--- src/sv/gmt_pkg.sv ---
// package: shared constants and types for the membership table
`timescale 1ns / 1ps
package gmt_pkg;
  localparam int unsigned TableDepth = 32;
  localparam int unsigned SlotW = $clog2(TableDepth);
  localparam int unsigned CntW = $clog2(TableDepth + 1);

  localparam logic [1:0] FuncReport = 2'd0;
  localparam logic [1:0] FuncTick = 2'd1;
  localparam logic [1:0] FuncList = 2'd2;

  localparam logic [2:0] KindAdded = 3'd0;
  localparam logic [2:0] KindRefreshed = 3'd1;
  localparam logic [2:0] KindIgnored = 3'd2;
  localparam logic [2:0] KindDropped = 3'd3;
  localparam logic [2:0] KindFailed = 3'd4;
  localparam logic [2:0] KindRemoved = 3'd5;
  localparam logic [2:0] KindList = 3'd6;
  localparam logic [2:0] KindDone = 3'd7;

  localparam logic [1:0] RegSelfId = 2'd0;
  localparam logic [1:0] RegSelfPort = 2'd1;
  localparam logic [1:0] RegFailTimeout = 2'd2;
  localparam logic [1:0] RegRemoveDelay = 2'd3;

  // commands from controller to datapath
  typedef struct packed {
    logic load;      // capture input beat, clear scan
    logic rd;        // issue read of slot at scan index
    logic eval;      // evaluate read data of current slot
    logic finish;    // build final result of report
    logic tick_inc;  // advance local heartbeat
  } gmt_cmd_t;

  // status from datapath to controller
  typedef struct packed {
    logic scan_end;  // last slot issued
    logic hit;       // known member found during scan, or report is about self
    logic emit;      // current evaluation produced a result
  } gmt_sts_t;
endpackage

--- src/sv/gmt_datapath.sv ---
// datapath: slot memory, per-slot flags, scan and result building
`timescale 1ns / 1ps
module gmt_datapath (
  input  logic                    clk_i,
  input  logic                    rst_ni,
  input  gmt_pkg::gmt_cmd_t       cmd_i,
  output gmt_pkg::gmt_sts_t       sts_o,
  input  logic [1:0]              func_i,
  input  logic [31:0]             member_id_i,
  input  logic [15:0]             member_port_i,
  input  logic [31:0]             member_heartbeat_i,
  input  logic [31:0]             self_id_i,
  input  logic [15:0]             self_port_i,
  input  logic [7:0]              fail_timeout_i,
  input  logic [7:0]              remove_delay_i,
  output logic [2:0]              res_kind_o,
  output logic [31:0]             res_id_o,
  output logic [15:0]             res_port_o,
  output logic [31:0]             res_heartbeat_o,
  output logic [31:0]             local_hb_o
);
  localparam int unsigned D = gmt_pkg::TableDepth;
  localparam int unsigned SW = gmt_pkg::SlotW;
  localparam int unsigned CW = gmt_pkg::CntW;

  logic [31:0] mem_id [D];
  logic [15:0] mem_port [D];
  logic [31:0] mem_hb [D];
  logic [31:0] mem_seen [D];
  logic [7:0]  mem_cd [D];
  logic [D-1:0] valid_q, failed_q;

  logic [31:0] rd_id_q, rd_hb_q, rd_seen_q;
  logic [15:0] rd_port_q;
  logic [7:0]  rd_cd_q;
  logic        rd_valid_q, rd_failed_q;
  logic [SW-1:0] rd_slot_q;

  logic [CW-1:0] idx_q;
  logic [1:0]  func_q;
  logic [31:0] id_q, hb_q, lhb_q;
  logic [15:0] port_q;
  logic        hit_q, free_found_q;
  logic [SW-1:0] free_slot_q;

  logic is_self, match, stale, emit;
  logic [31:0] age;

  assign is_self = (id_q == self_id_i) && (port_q == self_port_i);
  assign match = rd_valid_q && (rd_id_q == id_q) && (rd_port_q == port_q);
  assign age = lhb_q - rd_seen_q;
  assign stale = age > {24'd0, fail_timeout_i};

  always_comb begin
    emit = 1'b0;
    if (cmd_i.eval) begin
      case (func_q)
        gmt_pkg::FuncReport: emit = match && !hit_q && !is_self;
        gmt_pkg::FuncTick:   emit = rd_valid_q && (rd_failed_q ? (rd_cd_q <= 8'd1) : stale);
        gmt_pkg::FuncList:   emit = rd_valid_q && !rd_failed_q;
        default:             emit = 1'b0;
      endcase
    end
  end

  assign sts_o.scan_end = (idx_q == CW'(D));
  assign sts_o.hit = hit_q || is_self;
  assign sts_o.emit = emit;
  assign local_hb_o = lhb_q;

  // control registers
  always_ff @(posedge clk_i or negedge rst_ni) begin
    if (!rst_ni) begin
      valid_q <= '0;
      failed_q <= '0;
      lhb_q <= '0;
      idx_q <= '0;
      hit_q <= 1'b0;
      free_found_q <= 1'b0;
      rd_valid_q <= 1'b0;
      rd_failed_q <= 1'b0;
    end else begin
      if (cmd_i.load) begin
        idx_q <= '0;
        hit_q <= 1'b0;
        free_found_q <= 1'b0;
      end
      if (cmd_i.tick_inc) lhb_q <= lhb_q + 32'd1;
      if (cmd_i.rd) begin
        idx_q <= idx_q + CW'(1);
        rd_valid_q <= valid_q[idx_q[SW-1:0]];
        rd_failed_q <= failed_q[idx_q[SW-1:0]];
      end
      if (cmd_i.eval) begin
        case (func_q)
          gmt_pkg::FuncReport: begin
            if (!is_self && !hit_q) begin
              if (match) begin
                hit_q <= 1'b1;
                if (rd_hb_q < hb_q) failed_q[rd_slot_q] <= 1'b0;
              end else if (!rd_valid_q && !free_found_q) begin
                free_found_q <= 1'b1;
              end
            end
          end
          gmt_pkg::FuncTick: begin
            if (rd_valid_q) begin
              if (!rd_failed_q && stale) failed_q[rd_slot_q] <= 1'b1;
              else if (rd_failed_q && rd_cd_q <= 8'd1) begin
                valid_q[rd_slot_q] <= 1'b0;
                failed_q[rd_slot_q] <= 1'b0;
              end
            end
          end
          default: ;
        endcase
      end
      if (cmd_i.finish && !is_self && !hit_q && free_found_q) begin
        valid_q[free_slot_q] <= 1'b1;
        failed_q[free_slot_q] <= 1'b0;
      end
    end
  end

  // memories and payload registers
  always_ff @(posedge clk_i) begin
    if (cmd_i.load) begin
      func_q <= func_i;
      id_q <= member_id_i;
      port_q <= member_port_i;
      hb_q <= member_heartbeat_i;
    end
    if (cmd_i.rd) begin
      rd_id_q <= mem_id[idx_q[SW-1:0]];
      rd_port_q <= mem_port[idx_q[SW-1:0]];
      rd_hb_q <= mem_hb[idx_q[SW-1:0]];
      rd_seen_q <= mem_seen[idx_q[SW-1:0]];
      rd_cd_q <= mem_cd[idx_q[SW-1:0]];
      rd_slot_q <= idx_q[SW-1:0];
    end
    if (cmd_i.eval) begin
      res_id_o <= rd_id_q;
      res_port_o <= rd_port_q;
      res_heartbeat_o <= rd_hb_q;
      case (func_q)
        gmt_pkg::FuncReport: begin
          if (!is_self && !hit_q) begin
            if (match) begin
              if (rd_hb_q < hb_q) begin
                mem_hb[rd_slot_q] <= hb_q;
                mem_seen[rd_slot_q] <= lhb_q;
                mem_cd[rd_slot_q] <= 8'd0;
                res_kind_o <= gmt_pkg::KindRefreshed;
                res_heartbeat_o <= hb_q;
              end else begin
                res_kind_o <= gmt_pkg::KindIgnored;
              end
            end else if (!rd_valid_q && !free_found_q) begin
              free_slot_q <= rd_slot_q;
            end
          end
        end
        gmt_pkg::FuncTick: begin
          if (rd_failed_q) begin
            res_kind_o <= gmt_pkg::KindRemoved;
            if (rd_cd_q > 8'd1) mem_cd[rd_slot_q] <= rd_cd_q - 8'd1;
          end else begin
            res_kind_o <= gmt_pkg::KindFailed;
            if (stale) mem_cd[rd_slot_q] <= remove_delay_i;
          end
        end
        default: res_kind_o <= gmt_pkg::KindList;
      endcase
    end
    if (cmd_i.finish && !hit_q) begin
      res_id_o <= id_q;
      res_port_o <= port_q;
      res_heartbeat_o <= hb_q;
      if (is_self) res_kind_o <= gmt_pkg::KindIgnored;
      else if (free_found_q) begin
        res_kind_o <= gmt_pkg::KindAdded;
        mem_id[free_slot_q] <= id_q;
        mem_port[free_slot_q] <= port_q;
        mem_hb[free_slot_q] <= hb_q;
        mem_seen[free_slot_q] <= lhb_q;
        mem_cd[free_slot_q] <= 8'd0;
      end else res_kind_o <= gmt_pkg::KindDropped;
    end
  end
endmodule

--- src/sv/gmt_ctrl.sv ---
// controller: sequences scan, result beats and the done beat
`timescale 1ns / 1ps
module gmt_ctrl (
  input  logic              clk_i,
  input  logic              rst_ni,
  input  logic              in_valid_i,
  output logic              in_ready_o,
  input  logic [1:0]        func_i,
  output logic              out_valid_o,
  input  logic              out_ready_i,
  output logic              last_o,
  output logic              done_sel_o,
  output gmt_pkg::gmt_cmd_t cmd_o,
  input  gmt_pkg::gmt_sts_t sts_i
);
  typedef enum logic [2:0] {
    S_IDLE, S_READ, S_EVAL, S_WAIT, S_FIN, S_DONE
  } state_e;

  state_e state_q, state_d;
  logic out_valid_q, last_q, done_q, is_report_q;
  logic out_valid_d, last_d, done_d, is_report_d;
  logic out_free;

  assign out_free = !out_valid_q || out_ready_i;
  assign in_ready_o = (state_q == S_IDLE) && out_free;
  assign out_valid_o = out_valid_q;
  assign last_o = last_q;
  assign done_sel_o = done_q;

  always_comb begin
    state_d = state_q;
    out_valid_d = out_valid_q && !out_ready_i;
    last_d = last_q;
    done_d = done_q;
    is_report_d = is_report_q;
    cmd_o = '0;
    unique case (state_q)
      S_IDLE: if (in_valid_i && out_free) begin
        cmd_o.load = 1'b1;
        cmd_o.tick_inc = (func_i == gmt_pkg::FuncTick);
        is_report_d = (func_i == gmt_pkg::FuncReport);
        state_d = S_READ;
      end
      S_READ: if (sts_i.scan_end) begin
        state_d = is_report_q ? S_FIN : S_DONE;
      end else begin
        cmd_o.rd = 1'b1;
        state_d = S_EVAL;
      end
      S_EVAL: if (out_free) begin
        cmd_o.eval = 1'b1;
        if (sts_i.emit) begin
          out_valid_d = 1'b1;
          last_d = is_report_q;
          done_d = 1'b0;
          state_d = is_report_q ? S_IDLE : S_READ;
        end else state_d = S_READ;
      end
      S_FIN: if (out_free) begin
        cmd_o.finish = 1'b1;
        out_valid_d = 1'b1;
        last_d = 1'b1;
        done_d = 1'b0;
        state_d = S_IDLE;
      end
      S_DONE: if (out_free) begin
        out_valid_d = 1'b1;
        last_d = 1'b1;
        done_d = 1'b1;
        state_d = S_IDLE;
      end
      default: state_d = S_IDLE;
    endcase
  end

  always_ff @(posedge clk_i or negedge rst_ni) begin
    if (!rst_ni) begin
      state_q <= S_IDLE;
      out_valid_q <= 1'b0;
      last_q <= 1'b0;
      done_q <= 1'b0;
      is_report_q <= 1'b0;
    end else begin
      state_q <= state_d;
      out_valid_q <= out_valid_d;
      last_q <= last_d;
      done_q <= done_d;
      is_report_q <= is_report_d;
    end
  end
endmodule

--- src/sv/gossip_membership_table.sv ---
// top level: gossip heartbeat membership table with apb register port
`timescale 1ns / 1ps
// Membership table of 32 slots. Every input beat (report, tick or listing)
// walks the slot memory once, reading a slot and then evaluating it before
// the next read; an evaluation waits while the output register is full, and
// a report ends early at the matching slot. Results leave through a single
// output register; the next beat is taken only once the controller is idle
// and that register is free. Ticks and listings end with a done beat
// carrying the local heartbeat. Registers at byte addresses 0 self_id,
// 4 self_port, 8 fail_timeout, 12 remove_delay.
module gossip_membership_table (
  input  logic        clk_i,
  input  logic        rst_ni,
  input  logic        in_valid_i,
  output logic        in_ready_o,
  input  logic [1:0]  func_i,
  input  logic [31:0] member_id_i,
  input  logic [15:0] member_port_i,
  input  logic [31:0] member_heartbeat_i,
  output logic        out_valid_o,
  input  logic        out_ready_i,
  output logic [2:0]  kind_o,
  output logic [31:0] out_id_o,
  output logic [15:0] out_port_o,
  output logic [31:0] out_heartbeat_o,
  output logic        last_o,
  input  logic        psel,
  input  logic        penable,
  input  logic        pwrite,
  input  logic [3:0]  paddr,
  input  logic [31:0] pwdata,
  output logic [31:0] prdata,
  output logic        pready
);
  gmt_pkg::gmt_cmd_t cmd;
  gmt_pkg::gmt_sts_t sts;
  logic [31:0] self_id_q;
  logic [15:0] self_port_q;
  logic [7:0]  fail_timeout_q, remove_delay_q;
  logic [2:0]  res_kind;
  logic [31:0] res_id, res_hb, local_hb;
  logic [15:0] res_port;
  logic        done_sel;
  logic        wr_en;

  assign pready = 1'b1;
  assign wr_en = psel && penable && pwrite;

  // register file, written on the access cycle
  always_ff @(posedge clk_i or negedge rst_ni) begin
    if (!rst_ni) begin
      self_id_q <= '0;
      self_port_q <= '0;
      fail_timeout_q <= 8'd5;
      remove_delay_q <= 8'd20;
    end else if (wr_en && paddr[1:0] == 2'd0) begin
      unique case (paddr[3:2])
        gmt_pkg::RegSelfId:      self_id_q <= pwdata;
        gmt_pkg::RegSelfPort:    self_port_q <= pwdata[15:0];
        gmt_pkg::RegFailTimeout: fail_timeout_q <= pwdata[7:0];
        gmt_pkg::RegRemoveDelay: remove_delay_q <= pwdata[7:0];
        default: ;
      endcase
    end
  end

  always_comb begin
    unique case (paddr[3:2])
      gmt_pkg::RegSelfId:      prdata = self_id_q;
      gmt_pkg::RegSelfPort:    prdata = {16'd0, self_port_q};
      gmt_pkg::RegFailTimeout: prdata = {24'd0, fail_timeout_q};
      gmt_pkg::RegRemoveDelay: prdata = {24'd0, remove_delay_q};
      default:                 prdata = '0;
    endcase
  end

  gmt_ctrl u_ctrl (
    .clk_i, .rst_ni, .in_valid_i, .in_ready_o, .func_i,
    .out_valid_o, .out_ready_i, .last_o, .done_sel_o(done_sel),
    .cmd_o(cmd), .sts_i(sts)
  );

  gmt_datapath u_dp (
    .clk_i, .rst_ni, .cmd_i(cmd), .sts_o(sts), .func_i, .member_id_i,
    .member_port_i, .member_heartbeat_i,
    .self_id_i(self_id_q), .self_port_i(self_port_q),
    .fail_timeout_i(fail_timeout_q), .remove_delay_i(remove_delay_q),
    .res_kind_o(res_kind), .res_id_o(res_id), .res_port_o(res_port),
    .res_heartbeat_o(res_hb), .local_hb_o(local_hb)
  );

  // done beat carries zero id and port and the local heartbeat
  assign kind_o = done_sel ? gmt_pkg::KindDone : res_kind;
  assign out_id_o = done_sel ? 32'd0 : res_id;
  assign out_port_o = done_sel ? 16'd0 : res_port;
  assign out_heartbeat_o = done_sel ? local_hb : res_hb;

`ifndef SYNTH
  // no new item while a result is still pending
  a_in_out: assert property (@(posedge clk_i) disable iff (!rst_ni)
    (in_valid_i && in_ready_o) |-> (!out_valid_o || out_ready_i))
    else $error("input taken while output blocked");
  // the done beat is always the last one
  a_done_last: assert property (@(posedge clk_i) disable iff (!rst_ni)
    (out_valid_o && kind_o == gmt_pkg::KindDone) |-> last_o)
    else $error("done beat without last");
  // an accepted item does not leave the block ready on the next edge
  a_busy: assert property (@(posedge clk_i) disable iff (!rst_ni)
    (in_valid_i && in_ready_o) |=> !in_ready_o)
    else $error("ready right after accept");
`endif
endmodule
--- config.mk ---
export PLATFORM = sky130hd
export DESIGN_NAME = gossip_membership_table
export DESIGN_NICKNAME = d
export VERILOG_FILES = /design/src/sv/gmt_pkg.sv /design/src/sv/gmt_datapath.sv /design/src/sv/gmt_ctrl.sv /design/src/sv/gossip_membership_table.sv
export SDC_FILE = /design/constraint.sdc
export NUM_CORES = 2
export LEC_CHECK = 0
export BUFFER_PORTS_ARGS = -buffer_cell sky130_fd_sc_hd__buf_4
export CORE_MARGIN = 10
export CORE_UTILIZATION = 42
export DETAILED_ROUTE_END_ITERATION = 16
export PLACE_DENSITY_LB_ADDON = 0.15
export SLEW_MARGIN = 10
export SYNTH_ARGS = -nofsm -noshare
export SYNTH_HDL_FRONTEND = slang
export SYNTH_SLANG_ARGS = --single-unit
--- constraint.sdc ---
create_clock -name clk_i -period 6.5 [get_ports clk_i]
set_input_delay 0 -clock clk_i [delete_from_list [all_inputs] [get_ports clk_i]]
set_output_delay 0 -clock clk_i [all_outputs]
set_load 0.02 [all_outputs]
==> flow_summary.yaml <==
yosys:
  yosysUniqueCellTypes: 77
  synth_edf_count: 4135
  synthArstFlopShare_pct: 4.10
  synth_top_flop_cell: "edfxtp_1"
  seq_area_frac_synth_pct: 76.2
  yosys_warnings: 0
  synth_seq_cells: 4312
  syn_area_um2: 169000
  avgSynthCellArea_um2: 22.5
  syn_inst: 7513
  synth_nets: 7719
critical_path:
  start_kind: "flop"
  cp.arrival_ns: 6.47
  crit_start: "u_dp.port_q[7]$_DFFE_PP_"
  crit_end: "u_dp.mem_seen[9][27]$_DFFE_PP_"
  cp_max_fo: 35
  critical_path_class: "reg2reg"
  cp-end-kind: "flop"
  r2r_setup_slack_ns: 0.71
  r2r_end: "u_dp.mem_seen[9][27]$_DFFE_PP_"
  r2r_start: "u_dp.port_q[7]$_DFFE_PP_"
  crit_required_ns: 7.18
  reg2reg_depth: 12
placed_design:
  dp_cells: 13000
  gp_congestion: 0.826
  place_worst_setup_slack_ns: 0.770
  portBuffers: 242
  dp_hpwl_um: 284000
timing:
  period_needed_ns: 5.79
  maxSlewViolCount: 0
  fin_ws_ns: 0.707
  max_freq_mhz: 173
  final.setup.tns_ns: 0
  worst_slew_pin_slew_ns: 1.30
  fin_crit_sh_pct: 89.1
  hold_viol: 0
  finalSetupViolations: 0
  relSlewSlack_pct: 12.9
  rsz0062_at_grt: "no"
  whs_ns: 0.102
  finClkSkew_ns: 0.0743
clocking:
  clk_path_buf_depth: 4
  clock-sinks: 4312
  numCtsBuffers: 443
  ctsResizeCount: 0
  post_cts_buffers: 0
  htree_levels: 5
  cts.clk_slew.worst_paths_ns: 0.06
  cts_tree: "yes"
  clock_latency_ns: 1.01
  ctsRootBufferMaster: "clkbuf_16"
final_layout:
  final_layout_size_suffix_gt1_share_pct: 32.2
  finalNonFillerCells: 14100
  multi_input_area_um2: 38900
  final_cell_mix: "4135 x edfxtp_1, 1228 x mux4_2, 507 x buf_4"
  synthToLayoutAreaGrowth_pct: 16.9
  filler_cell_count: 31900
  layout_commonest_cell: "edfxtp_1"
  final_nets: 8654
  seqCellArea_um2: 129000
die:
  die-height_um: 654
  pin_count: 244
  rows: 232
  die_width_um: 654
  design.core.area_um2: 400000
  dieArea_um2: 428000
  initial_core_util_pct: 42.2
global_routing:
  grt_pass1_vias: 84900
  antenna_found_initial: 31
  track_usage_pct: 22.1
  overflow: 0
  grt_pass1_wl_um: 676000
  grt_max_degree: 135
detailed_routing:
  drtAntennaViolNets: 0
  wl_met1_um: 199000
  vias_per_cell: 5.90
  wl_per_cell_um: 34.1
  drt-initial-drc-count: 9082
  top_layer: "met5"
  met2_wirelength_um: 240000
  wl_met3_um: 28600
  remaining_drc_errors: 0
  drtPass1Iterations: 5
  vias: 83200
  wirelength_um: 481000
power:
  max-vdd-ir-drop_mv: 0.264
  power.density_nw_per_um2: 380
  finalPower_mw: 75.1
  leakagePower_nw: 65.7
flow_run:
  drv_cap: 0
status:
  status: "complete, no violations"
min_path:
  hp-class: "in2reg"
## layer usage
layer  track usage (%)  up-vias
li1                  -    33500
met4              5.49        2
met2              37.1     3187
met1              31.0    45800
met5                 0        -
met3              2.78      633
## state kept, by name, indices dropped and copies added (netlist names), 32 cells and up
register and count:
self_id_q 32, u_dp.failed_q 32, u_dp.hb_q 32, u_dp.id_q 32, u_dp.local_hb_o 32, u_dp.mem_cd 256
u_dp.mem_hb 1024, u_dp.mem_id 1024, u_dp.mem_port 512, u_dp.mem_seen 1024, u_dp.rd_hb_q 32, u_dp.rd_id_q 32
u_dp.rd_seen_q 32, u_dp.res_heartbeat_o 32, u_dp.res_id_o 32, u_dp.valid_q 32
## cell families after synthesis
logic type	synth area share (%)
buffers and inverters	1.09
AO/OA/AOI/OAI	1.29
flip-flops	76.2
other	0.00222
AND/OR/NAND/NOR	1.82
XOR/XNOR	0.768
multiplexers	18.2
adder cells (fa/ha/maj)	0.605
## worst min-delay path by stage
stage	from	end	slack, ns	cells past startpoint
CTS	out_ready_i	u_ctrl.state_q[2]$_DFFE_PN0P_	0.01	5
detailed placement	rst_ni	u_dp.local_hb_o[27]$_DFFE_PN0P_	0.03	1
global route	out_ready_i	u_ctrl.state_q[2]$_DFFE_PN0P_	0.09	5
finish	out_ready_i	u_ctrl.state_q[2]$_DFFE_PN0P_	0.10	5
global placement	rst_ni	u_dp.local_hb_o[27]$_DFFE_PN0P_	0.02	1
floorplan	rst_ni	fail_timeout_q[1]$_DFFE_PN0P_	-0.30	0
## layout make-up
class | instances | share of cell area [%]
clock buffer | 560 | 5.91
timing repair buffer | 858 | 4.27
multi-input combinational | 2720 | 19.7
inverter | 113 | 0.221
antenna | 8 | 0.0101
clock inverter | 253 | 1.37
sequential | 4312 | 65.2
tap | 5265 | 3.34
## Yosys cell counts (5+ instances only)
cell type	number	area share (%)
a22o_1	6	0.031
ha_1	80	0.59
o21ai_0	176	0.52
o211ai_1	5	0.022
edfxtp_1	4135	74
inv_1	112	0.25
nor2_1	142	0.32
buf_1	74	0.16
o21a_1	10	0.044
or2_2	5	0.019
xnor2_1	60	0.31
nand3b_1	7	0.031
xor2_1	88	0.46
nand3_1	38	0.11
nor3_1	53	0.16
a31oi_1	10	0.037
mux2i_1	13	0.077
a21o_1	21	0.093
and3_1	8	0.030
mux4_2	1228	16
buf_2	5	0.015
clkbuf_1	283	0.63
or3_1	5	0.019
nand2_1	157	0.35
nor4_1	25	0.093
nor2b_1	63	0.23
nand4_1	60	0.22
dfrtp_1	173	2.6
nand2b_1	16	0.059
mux2_2	264	1.8
a21oi_1	91	0.27
and2_1	20	0.074
o22ai_1	5	0.019
## report_power, final
part | total (mW) | leakage (nW) | switching (mW) | internal, mW
clock network | 25.2 | 7.01 | 10.7 | 14.5
logic | 16.4 | 16.6 | 9.18 | 7.24
registers | 33.4 | 42.1 | 1.07 | 32.3
## stage by stage
step,area [µm²],utilization [%]
2_1_floorplan,169000,-
3_3_place_gp,180000,45.2
3_5_place_dp,180000,45.2
4_1_cts,197000,49.4
5_1_grt,197000,49.4
6_report,197000,49.4
## repair_timing
item                                   CTS  global route
hold buffers                           241             0
endpoints found under the hold margin  373             0
setup endpoints to repair                0             0
## critical path, cell delays in order, from the launching register on
cell and delay, ns:
edfxtp_1 1.12, xor2_1 0.25, nor4_1 1.10, nand3_1 0.26
nor4_1 0.44, buf_4 0.21, nand2_1 0.11, nor2_1 0.14
a21o_1 0.42, nand2_1 0.11, buf_4 0.24, nor2_4 0.65
buf_4 0.38
(Power assumes the default switching activity.)
